===== src/rtl/cfp_pkg.sv =====
package cfp_pkg;

  localparam int HEADER_BYTES = 5;
  localparam int CHECK_BYTES  = 2;

  localparam int CFG_IDX_W  = 2;
  localparam int CFG_DATA_W = 8;

  localparam logic [CFG_IDX_W-1:0] REG_SYNC_BYTE_0 = 2'd0;
  localparam logic [CFG_IDX_W-1:0] REG_SYNC_BYTE_1 = 2'd1;

  localparam logic [7:0] SYNC_BYTE_0_RST = 8'd66;
  localparam logic [7:0] SYNC_BYTE_1_RST = 8'd70;

  localparam int POS_SYNC_0 = 0;
  localparam int POS_SYNC_1 = 1;
  localparam int POS_MSG_ID = 2;
  localparam int POS_LEN_LO = 3;
  localparam int POS_LEN_HI = 4;

  typedef enum logic [2:0] {
    EV_NONE       = 3'd0,
    EV_PAYLOAD    = 3'd1,
    EV_ACCEPT     = 3'd2,
    EV_LEN_TOO_BIG = 3'd3,
    EV_CHK_A_BAD  = 3'd4,
    EV_CHK_B_BAD  = 3'd5
  } event_t;

  typedef struct packed {
    event_t      event_res;
    logic [7:0]  data_byte;
    logic [11:0] payload_index;
    logic [7:0]  msg_id;
    logic [11:0] payload_len;
  } cfp_result_t;

endpackage


===== src/rtl/cfp_core.sv =====
module cfp_core
  import cfp_pkg::*;
#(
  parameter int FRAME_BUFFER_BYTES = 4096
) (
  input  logic                  clk,
  input  logic                  rst_n,
  input  logic                  cfg_we,
  input  logic [CFG_IDX_W-1:0]  cfg_index,
  input  logic [CFG_DATA_W-1:0] cfg_wdata,
  input  logic                  step,
  input  logic [7:0]            rx_byte,
  output cfp_result_t           result
);

  localparam int POS_W = $clog2(FRAME_BUFFER_BYTES);
  localparam int LEN_W = $clog2(FRAME_BUFFER_BYTES - HEADER_BYTES - 1);
  localparam logic [16:0] PAYLOAD_LIMIT =
    17'(FRAME_BUFFER_BYTES - HEADER_BYTES - CHECK_BYTES);

  logic [7:0]       sync_byte_0_r, sync_byte_1_r;
  logic [POS_W-1:0] position_r, position_nxt;
  logic [7:0]       length_low_r, length_low_nxt;
  logic [LEN_W-1:0] frame_length_r, frame_length_nxt;
  logic [7:0]       sum_a_r, sum_a_nxt;
  logic [7:0]       sum_b_r, sum_b_nxt;
  logic [7:0]       frame_id_r, frame_id_nxt;

  logic [7:0]        add_a, add_b;
  logic [POS_W-1:0]  frame_end, idx_w, len_pos;
  logic [POS_W+11:0] idx_ext, len_ext;
  logic [15:0]       len_full;
  logic              clear;

  always_ff @(posedge clk) begin
    if (!rst_n) begin
      sync_byte_0_r <= SYNC_BYTE_0_RST;
      sync_byte_1_r <= SYNC_BYTE_1_RST;
    end else if (cfg_we) begin
      if (cfg_index == REG_SYNC_BYTE_0) begin
        sync_byte_0_r <= cfg_wdata;
      end else if (cfg_index == REG_SYNC_BYTE_1) begin
        sync_byte_1_r <= cfg_wdata;
      end
    end
  end

  assign add_a     = sum_a_r + rx_byte;
  assign add_b     = sum_b_r + add_a;
  assign len_pos   = POS_W'(frame_length_r);
  assign frame_end = len_pos + POS_W'(HEADER_BYTES);
  assign idx_w     = position_r - POS_W'(HEADER_BYTES);
  assign idx_ext   = {12'd0, idx_w};
  assign len_ext   = {12'd0, len_pos};
  assign len_full  = {rx_byte, length_low_r};

  always_comb begin
    position_nxt     = position_r;
    length_low_nxt   = length_low_r;
    frame_length_nxt = frame_length_r;
    sum_a_nxt        = sum_a_r;
    sum_b_nxt        = sum_b_r;
    frame_id_nxt     = frame_id_r;
    clear            = 1'b0;
    result           = '0;
    result.event_res = EV_NONE;

    priority if (position_r == POS_W'(POS_SYNC_0)) begin
      if (rx_byte == sync_byte_0_r) begin
        sum_a_nxt    = add_a;
        sum_b_nxt    = add_b;
        position_nxt = POS_W'(POS_SYNC_1);
      end
    end else if (position_r == POS_W'(POS_SYNC_1)) begin
      if (rx_byte == sync_byte_1_r) begin
        sum_a_nxt    = add_a;
        sum_b_nxt    = add_b;
        position_nxt = POS_W'(POS_MSG_ID);
      end
    end else if (position_r == POS_W'(POS_MSG_ID)) begin
      frame_id_nxt = rx_byte;
      sum_a_nxt    = add_a;
      sum_b_nxt    = add_b;
      position_nxt = POS_W'(POS_LEN_LO);
    end else if (position_r == POS_W'(POS_LEN_LO)) begin
      length_low_nxt = rx_byte;
      sum_a_nxt      = add_a;
      sum_b_nxt      = add_b;
      position_nxt   = POS_W'(POS_LEN_HI);
    end else if (position_r == POS_W'(POS_LEN_HI)) begin
      if ({1'b0, len_full} > PAYLOAD_LIMIT) begin
        result.event_res = EV_LEN_TOO_BIG;
        clear            = 1'b1;
      end else begin
        frame_length_nxt = len_full[LEN_W-1:0];
        sum_a_nxt        = add_a;
        sum_b_nxt        = add_b;
        position_nxt     = POS_W'(HEADER_BYTES);
      end
    end else if (position_r < frame_end) begin
      result.event_res     = EV_PAYLOAD;
      result.data_byte     = rx_byte;
      result.payload_index = idx_ext[11:0];
      result.msg_id        = frame_id_r;
      result.payload_len   = len_ext[11:0];
      sum_a_nxt            = add_a;
      sum_b_nxt            = add_b;
      position_nxt         = position_r + 1'b1;
    end else if (position_r == frame_end) begin
      if (rx_byte == sum_a_r) begin
        position_nxt = position_r + 1'b1;
      end else begin
        result.event_res   = EV_CHK_A_BAD;
        result.msg_id      = frame_id_r;
        result.payload_len = len_ext[11:0];
        clear              = 1'b1;
      end
    end else if (position_r == frame_end + 1'b1) begin
      result.event_res   = (rx_byte == sum_b_r) ? EV_ACCEPT : EV_CHK_B_BAD;
      result.msg_id      = frame_id_r;
      result.payload_len = len_ext[11:0];
      clear              = 1'b1;
    end else begin
      clear = 1'b1;
    end

    if (clear) begin
      position_nxt     = '0;
      length_low_nxt   = '0;
      frame_length_nxt = '0;
      sum_a_nxt        = '0;
      sum_b_nxt        = '0;
      frame_id_nxt     = '0;
    end
  end

  always_ff @(posedge clk) begin
    if (!rst_n) begin
      position_r     <= '0;
      length_low_r   <= '0;
      frame_length_r <= '0;
      sum_a_r        <= '0;
      sum_b_r        <= '0;
      frame_id_r     <= '0;
    end else if (step) begin
      position_r     <= position_nxt;
      length_low_r   <= length_low_nxt;
      frame_length_r <= frame_length_nxt;
      sum_a_r        <= sum_a_nxt;
      sum_b_r        <= sum_b_nxt;
      frame_id_r     <= frame_id_nxt;
    end
  end

endmodule


===== src/rtl/cfp_out_buf.sv =====
module cfp_out_buf
  import cfp_pkg::*;
(
  input  logic        clk,
  input  logic        rst_n,
  input  logic        push,
  input  cfp_result_t push_data,
  output logic        push_ready,
  output logic        out_valid,
  input  logic        out_ready,
  output cfp_result_t out_data
);

  logic        main_valid_r, skid_valid_r;
  cfp_result_t main_r, skid_r;
  logic        pop;

  assign pop        = main_valid_r && out_ready;
  assign push_ready = !skid_valid_r;
  assign out_valid  = main_valid_r;
  assign out_data   = main_r;

  always_ff @(posedge clk) begin
    if (!rst_n) begin
      main_valid_r <= 1'b0;
      skid_valid_r <= 1'b0;
    end else if (!main_valid_r || pop) begin
      main_valid_r <= skid_valid_r || push;
      skid_valid_r <= 1'b0;
    end else if (push) begin
      skid_valid_r <= 1'b1;
    end
  end

  always_ff @(posedge clk) begin
    if (!main_valid_r || pop) begin
      main_r <= skid_valid_r ? skid_r : push_data;
    end else if (push) begin
      skid_r <= push_data;
    end
  end

endmodule


===== src/rtl/checksummed_frame_parser_top.sv =====
// Each result beat is registered into the output buffer (main entry, or skid entry while main waits) for out_valid.
// Throughput: one byte per cycle while in_ready is high; the running sums and position counter update in one pass.
// A two-entry output buffer keeps in_ready high while one result waits on out_ready.
// Reset (synchronous, rst_n low) clears the frame state and output buffer and
// restores the sync bytes to 66 and 70.
module checksummed_frame_parser_top
  import cfp_pkg::*;
#(
  parameter int FRAME_BUFFER_BYTES = 4096
) (
  input  logic                  clk,
  input  logic                  rst_n,
  input  logic                  cfg_we,
  input  logic [CFG_IDX_W-1:0]  cfg_index,
  input  logic [CFG_DATA_W-1:0] cfg_wdata,
  input  logic                  in_valid,
  output logic                  in_ready,
  input  logic [7:0]            in_rx_byte,
  output logic                  out_valid,
  input  logic                  out_ready,
  output logic [2:0]            out_event_res,
  output logic [7:0]            out_data_byte,
  output logic [11:0]           out_payload_index,
  output logic [7:0]            out_msg_id,
  output logic [11:0]           out_payload_len
);

  cfp_result_t step_result, out_result;
  logic        step;

  assign step = in_valid && in_ready;

  cfp_core #(
    .FRAME_BUFFER_BYTES(FRAME_BUFFER_BYTES)
  ) u_core (
    .clk       (clk),
    .rst_n     (rst_n),
    .cfg_we    (cfg_we),
    .cfg_index (cfg_index),
    .cfg_wdata (cfg_wdata),
    .step      (step),
    .rx_byte   (in_rx_byte),
    .result    (step_result)
  );

  cfp_out_buf u_out_buf (
    .clk        (clk),
    .rst_n      (rst_n),
    .push       (step),
    .push_data  (step_result),
    .push_ready (in_ready),
    .out_valid  (out_valid),
    .out_ready  (out_ready),
    .out_data   (out_result)
  );

  assign out_event_res     = out_result.event_res;
  assign out_data_byte     = out_result.data_byte;
  assign out_payload_index = out_result.payload_index;
  assign out_msg_id        = out_result.msg_id;
  assign out_payload_len   = out_result.payload_len;

endmodule


===== config.mk =====
export PLATFORM = sky130hd
export DESIGN_NAME = checksummed_frame_parser_top
export DESIGN_NICKNAME = d
export VERILOG_FILES = /design/src/rtl/cfp_pkg.sv /design/src/rtl/cfp_core.sv /design/src/rtl/cfp_out_buf.sv /design/src/rtl/checksummed_frame_parser_top.sv
export SDC_FILE = /design/constraint.sdc
export NUM_CORES = 1
export LEC_CHECK = 0
export BUFFER_PORTS_ARGS = -buffer_cell sky130_fd_sc_hd__buf_2
export CAP_MARGIN = 20
export CORE_MARGIN = 2
export CORE_UTILIZATION = 55
export CTS_CLUSTER_DIAMETER = 100
export DETAILED_ROUTE_END_ITERATION = 10
export GPL_TIMING_DRIVEN = 0
export HOLD_SLACK_MARGIN = 0.03
export PLACE_DENSITY = 0.74
export REMOVE_ABC_BUFFERS = 1
export SLEW_MARGIN = 15
export SYNTH_ARGS = -nofsm -noshare
export SYNTH_HDL_FRONTEND = slang
export SYNTH_SLANG_ARGS = --single-unit

===== constraint.sdc =====
create_clock -name clk -period 5.2 [get_ports clk]
set_input_delay 0.26 -clock clk [delete_from_list [all_inputs] [get_ports clk]]
set_output_delay 0.26 -clock clk [all_outputs]
set_load 0.005 [all_outputs]

Word-level counts from Yosys, hierarchy flattened
Index checks and enable logic that the tools add are counted.
- flip-flop bits (word level): 160
- latch bits: 0
- memory bits (writable): 0
- memory bits (read-only): 0
- input bits: 23
- output and inout port bits: 45
- memories kept: 0
- add/sub/neg operators: 6
- $mul: 0
- divide/modulo/power cells: 0
- magnitude comparators: 2
- equality and inequality tests: 19
- shift operators: 0
- mux-type cells: 75
- bitwise operators: 3
- reduce and logical (&&, ||, !) cells: 23
- operator list (operator ; number):
    $mux W8 ; 29
    $mux W12 ; 19
    $mux W43 ; 5
    $mux W20 ; 5
    $mux W40 ; 1
    $eq A8 B8 Y1 ; 4
    $add A12 B1 Y12 const B ; 2
    $eq A12 B12 Y1 ; 2
    $eq A12 B2 Y1 const B ; 2
    $mux W3 ; 6
    $add A8 B8 Y8 ; 2
    $gt A16 B12 Y1 const B ; 1
    $reduce_bool A8 Y1 ; 2
    $add A12 B3 Y12 const B ; 1
    $eq A12 B1 Y1 const B ; 1
    $eq A12 B3 Y1 const B ; 1
    $logic_not A12 Y1 ; 1
    $lt A12 B12 Y1 ; 1
    $sub A12 B3 Y12 const B ; 1
    $ne A2 B1 Y1 const B ; 5
    $reduce_and A5 Y1 ; 2
    $mux W1 ; 9
    $ne A7 B2 Y1 const B ; 1
    $reduce_and A7 Y1 ; 1
    16 further kinds ; 24

Longest topological paths before layout
- depth after elaboration: 12
- depth in mapped cells: 17
- depth with buffers taken out: 13

Hierarchy
Synthesis repeated with hierarchy kept, for this count alone.
- cells, all modules: 877
- area total of the unflattened synthesis: 9300.2 um2
- by module, submodules not included (module ; instances ; cells each ; area each (um2) ; seq. area each (um2)):
    cfp_core ; 1 ; 733 ; 5909.4 ; 1441.4
    cfp_out_buf ; 1 ; 143 ; 3384.5 ; 2622.5
    checksummed_frame_parser_top ; 1 ; 1 ; 6.3 ; 0.0

Worst setup path before layout
OpenSTA, ideal clock, no wires.
- kind: input to register
- start point: input port out_ready
- end point: register u_out_buf.skid_r[0] (netlist name), enable pin
- data arrival time: 3.297 ns
- data required time: 4.757 ns
- slack: 1.459 ns
- stages on the path: 2
- buffers on the path: 0
- cells stage by stage: nand2b_1 -> nor2_1
- cells in the longest elaborated chain, start to end: 4
- ends and longest elaborated chain (element ; RTL line ; source):
    start, declared ; checksummed_frame_parser_top.sv:20 ; input logic out_ready,
    $logic_and A1 B1 Y1 ; cfp_out_buf.sv:18 ; assign pop = main_valid_r && out_ready;
    $logic_or A1 B1 Y1 ; cfp_out_buf.sv:36 ; if (!main_valid_r || pop) begin
    $not A1 Y1 (no source line) ; -- ;
    $reduce_and A2 Y1 (no source line) ; -- ;
    end signal, assigned ; cfp_out_buf.sv:39 ; skid_r <= push_data;
    end, declared ; cfp_out_buf.sv:15 ; cfp_result_t main_r, skid_r;
No other way between the ends.
A chain may end at the register's enable or synchronous reset.

Final worst setup path
- start point: register u_core.frame_length_r[3]
- end point: register u_core.frame_id_r[1]
- cells in the longest elaborated chain, start to end: 11
- elaborated cells between the ends (all ways): 15
- ends and longest elaborated chain (element ; RTL line ; source):
    start, declared ; cfp_core.sv:24 ; logic [LEN_W-1:0] frame_length_r, frame_length_nxt;
    start signal, assigned ; cfp_core.sv:148 ; frame_length_r <= frame_length_nxt;
    $add A12 B3 Y12 * ; cfp_core.sv:51 ; assign frame_end = len_pos + POS_W'(HEADER_BYTES);
    branches (longest 2 deep; another with $lt A12 B12 Y1) ; -- ;
    $mux W1 * ; cfp_core.sv:100 ; end else if (position_r < frame_end) begin
    $mux W1 * ; cfp_core.sv:90 ; end else if (position_r == POS_W'(POS_LEN_HI)) begin
    $mux W1 * ; cfp_core.sv:85 ; end else if (position_r == POS_W'(POS_LEN_LO)) begin
    $mux W1 * ; cfp_core.sv:80 ; end else if (position_r == POS_W'(POS_MSG_ID)) begin
    $mux W1 * ; cfp_core.sv:74 ; end else if (position_r == POS_W'(POS_SYNC_1)) begin
    $mux W1 * ; cfp_core.sv:68 ; priority if (position_r == POS_W'(POS_SYNC_0)) begin
    $ne A2 B1 Y1 (no source line) / $reduce_bool A2 Y1 (equally long branches) ; -- ;
    $reduce_and A4 Y1 (no source line) ; -- ;
    end signal, assigned ; cfp_core.sv:151 ; frame_id_r <= frame_id_nxt;
    end, declared ; cfp_core.sv:27 ; logic [7:0] frame_id_r, frame_id_nxt;
Every way passes the cells marked *.

==> summary by stage <==
Worst setup path
Traced cell by cell, the critical path runs through nand4_2 -> or4_1 -> nand2_1 -> inv_2 -> ha_1 -> nand4_1 -> nor2_1 -> and2_1 -> nand4_1 -> a21o_1 -> nand2_2 -> a21o_1 -> mux2i_1. The cell class contributing the biggest share of worst-path delay is simple AND/OR/NAND/NOR gates. The number of buffers and inverters on the critical path is 1. The critical path crosses 13 cells after its start point. The worst setup path is launched from a flop. In this run the register-to-register setup slack is 0.53 ns. The endpoint kind of the worst setup timing path is a flop.

The worst stage delay on the critical path is 0.67 ns. The class of the most critical setup path is reg -> reg. The highest fanout seen on the critical path is 24. For the worst setup path, the data arrival time is 5.03 ns. The slowest stage of the critical path belongs to the cell dfxtp_1. The number of cells traversed by the worst register-to-register path is 13.

STA puts the critical path data required time at 5.57 ns.

Run
Across the run, the number of max-cap violations was 0.

Logic synthesis
The most used flip-flop cell after synthesis is edfxtp_1. Counting flops and latches in the post-synthesis netlist gives 160. The cell taking the most area after synthesis is edfxtp_1. Synthesis handed over a netlist of 893 instances. Of all flip-flops after synthesis, the portion carrying an async set or reset was 0%. After synthesis, flip-flops and latches occupy 44.6% of the total area.

Yosys mapped a number of flops with a built-in enable equal to 86. After synthesis, the netlist uses 71 different library cells. The share of synthesized area in the top cell type comes to 28.3%. Yosys printed 0 warnings.

The area of the mapped netlist is 9120 µm². In the post-synthesis netlist, the biggest area contributors are edfxtp_1 (28%), dfxtp_1 (16%), xnor2_1 (5.9%). Averaged over all synthesized cells, the footprint is 10.2 µm².

Global routing
Entering global routing, the biggest net connects 49 pins. Global routing consumed, over all layers together, 22.2% of the routing resources. The number of antenna violations at the first check in global routing is 0. After global routing the overflow that remains totals 0.

The via count of the first global-routing pass came to 6220. The first-pass GRT wire length is 31200 µm.

STA
After layout, the worst path uses 89.8% of the clock period. Headroom to the max-slew limit came out at 35.7%. At the pin with the least slew margin, the transition time is 0.964 ns.

The maximum clock frequency is 214 MHz. The time the final worst path needs with I/O delays and setup is 4.67 ns. The final count of pins violating max slew is 0.

The count of final hold-check violations is 0. The total of endpoints with negative setup slack in the final report is 0. Setup repair after global routing left no endpoint under its margin. The final clock skew is 0.0113 ns. The final hold slack is 0.0523 ns.

CTS
TritonCTS built the clock tree. The later-pin clock latency in the skew report is 0.44 ns. Buffers added to address setup during post-CTS repair amount to 0. The root buffer cell is clkbuf_16. Hold repair after CTS inserted 0 buffers. The tree built by TritonCTS fans out to 160 sinks. Clock tree synthesis inserted a total of 17 buffers. The CTS H-tree depth is 4. The clock passes through at most 2 buffers.

Clock-pin slew was measured on the worst setup and hold paths at 0.07 ns.

Detailed routing
Wires add up to 18800 µm. After the first detailed-routing iteration, the DRC count stood at 655. The DRC violations left is 0. Once detail routing completed, the nets flagged for antenna violations numbered 0. For this block, the via count after detailed routing is 6581. The routed length per placed instance is 16.3 µm. After detailed routing, the number of vias per cell comes to 5.70.

The count of TritonRoute iterations in the first routing pass is 6.

Power
The reported leakage power is 0.00384 µW. Dividing total power by cell area gives a power density of 307 nW/µm². IR analysis of the VDD net gives a maximum drop of 0.000219 V. The power after layout is 3120 µW.

Worst hold path
The tightest min-delay check is of the in -> reg type. Along the worst hold path, the cell count comes to 3.

Place
In this run the tool buffered the top-level ports with 67 buffer cells. The congestion estimate from routability-driven global placement came to 0.859. The sum of net half-perimeters after detailed placement is 13200 µm.

Final layout
Of the cells placed in the final design, the portion with a size suffix greater than 1 is 16.7%. The top cell types in the final layout, fill and taps aside, are nand2_1 (90), edfxtp_1 (86), dfxtp_1 (73). The most common cell after layout, fill and taps aside is nand2_1. In the final layout, flip-flops and latches occupy 4070 µm².

The final antenna diode count is 0. The multi-input combinational cell area is 4660 µm². From synthesis to final layout, the design area changed by 11.5%. The layout filler cell count is 1322. The post-layout net count is 978.

Floorplanning
The area of the core is 16400 µm². The top-level port count is 68. The number of placement rows is 47. The starting density of the core is 55.6%. The die is 133 µm wide. The vertical die dimension is 133 µm.

The floorplan die area is 17600 µm².

Run status
The flow ran to the end, and the final reports show no timing, DRC or antenna violations.
[power breakdown]
| part | switching (µW) | internal [µW] | total (µW) | leakage [µW] |
|---|---|---|---|---|
| Clock | 534 | 713 | 1250 | 0.000287 |
| Combinational | 258 | 176 | 434 | 0.00205 |
| Sequential | 30.4 | 1410 | 1440 | 0.00150 |
| Total | 822 | 2300 | 3120 | 0.00384 |
[path summary, 6_finish.rpt]
path,from,to
setup reg to reg,u_core.frame_length_r[3]$_SDFFE_PN0P_,u_core.frame_id_r[1]$_SDFFE_PN0P_
setup / recovery,u_core.frame_length_r[3]$_SDFFE_PN0P_,u_core.frame_id_r[1]$_SDFFE_PN0P_
hold / removal,cfg_wdata[1],u_core.sync_byte_1_r[1]$_SDFFE_PN1P_
hold reg to reg,u_core.frame_id_r[7]$_SDFFE_PN0P_,u_core.frame_id_r[7]$_SDFFE_PN0P_
[tightest hold or removal path, delay by kind of cell]
kind	cells	cell delay, ns
muxes	1	0.06
and+or+nand+nor	1	0.06
buffers and inverters	1	0.09
[flip-flops by register name, summed over array words and instances (netlist names)]
| signal | cells |
|---|---|
| u_core.frame_id_r | 8 |
| u_core.frame_length_r | 12 |
| u_core.length_low_r | 8 |
| u_core.position_r | 12 |
| u_core.sum_a_r | 8 |
| u_core.sum_b_r | 8 |
| u_core.sync_byte_0_r | 8 |
| u_core.sync_byte_1_r | 8 |
| u_out_buf.out_data | 43 |
| u_out_buf.out_valid | 1 |
| u_out_buf.skid_r | 43 |
| u_out_buf.skid_valid_r | 1 |
[cell usage after synthesis (all sizes together) (21+ instances only)]
library cell  number
nand2             91
a21oi             22
inv               36
clkbuf            45
ha                32
xnor2             61
o21ai             21
mux2i             34
nor2              60
o31ai             37
dfxtp             74
edfxtp            86
nor2b             34
nand3             36
[routing by layer]
metal,GRT usage (%),part of all wire [%],up-vias
met5,0,0,-
met4,8.48,2.4,0
met3,5.02,4.3,43
met2,35.8,48,171
met1,29.4,45,3125
li1,-,-,3242
[cells by family after synthesis]
kind of cell | share of synthesized area, %
xor gates and xnor gates | 7.45
adders and majority gates | 4.83
buffers and inverters | 4.84
AOI/OAI and AO/OA | 15.7
DFF | 44.6
and+or+nand+nor | 17.5
muxes | 5.09
[metrics by stage]
| stage | utilization, % | TNS, ns | area (µm²) | worst slack (ns) | std cells |
|---|---|---|---|---|---|
| 2_1_floorplan | - | 0 | 8810 | 0.467 | 830 |
| 3_3_place_gp | 57.4 | -70.81 | 9420 | -1.29 | 1117 |
| 3_5_place_dp | 58.4 | 0 | 9580 | 0.215 | 1122 |
| 4_1_cts | 61.9 | 0 | 10200 | 0.215 | 1154 |
| 5_1_grt | 62.0 | 0 | 10200 | 0.217 | 1154 |
| 6_report | 62.0 | 0 | 10200 | 0.532 | 1154 |
[layout make-up]
class | instances | share of cell area [%]
flip-flops and latches | 160 | 40.0
clock inverters | 15 | 1.54
inverters | 36 | 1.33
multi-input cells | 634 | 45.8
repair buffers | 72 | 4.43
clock buffers | 17 | 4.18
well taps | 220 | 2.71
[repair_timing]
action / 4_1_cts / 5_1_grt
endpoints found under the hold margin: 0 / 0
resized for setup: 0 / 2
endpoints found under the setup margin: 0 / 10
Note: power is estimated with default switching activity, not from simulation.
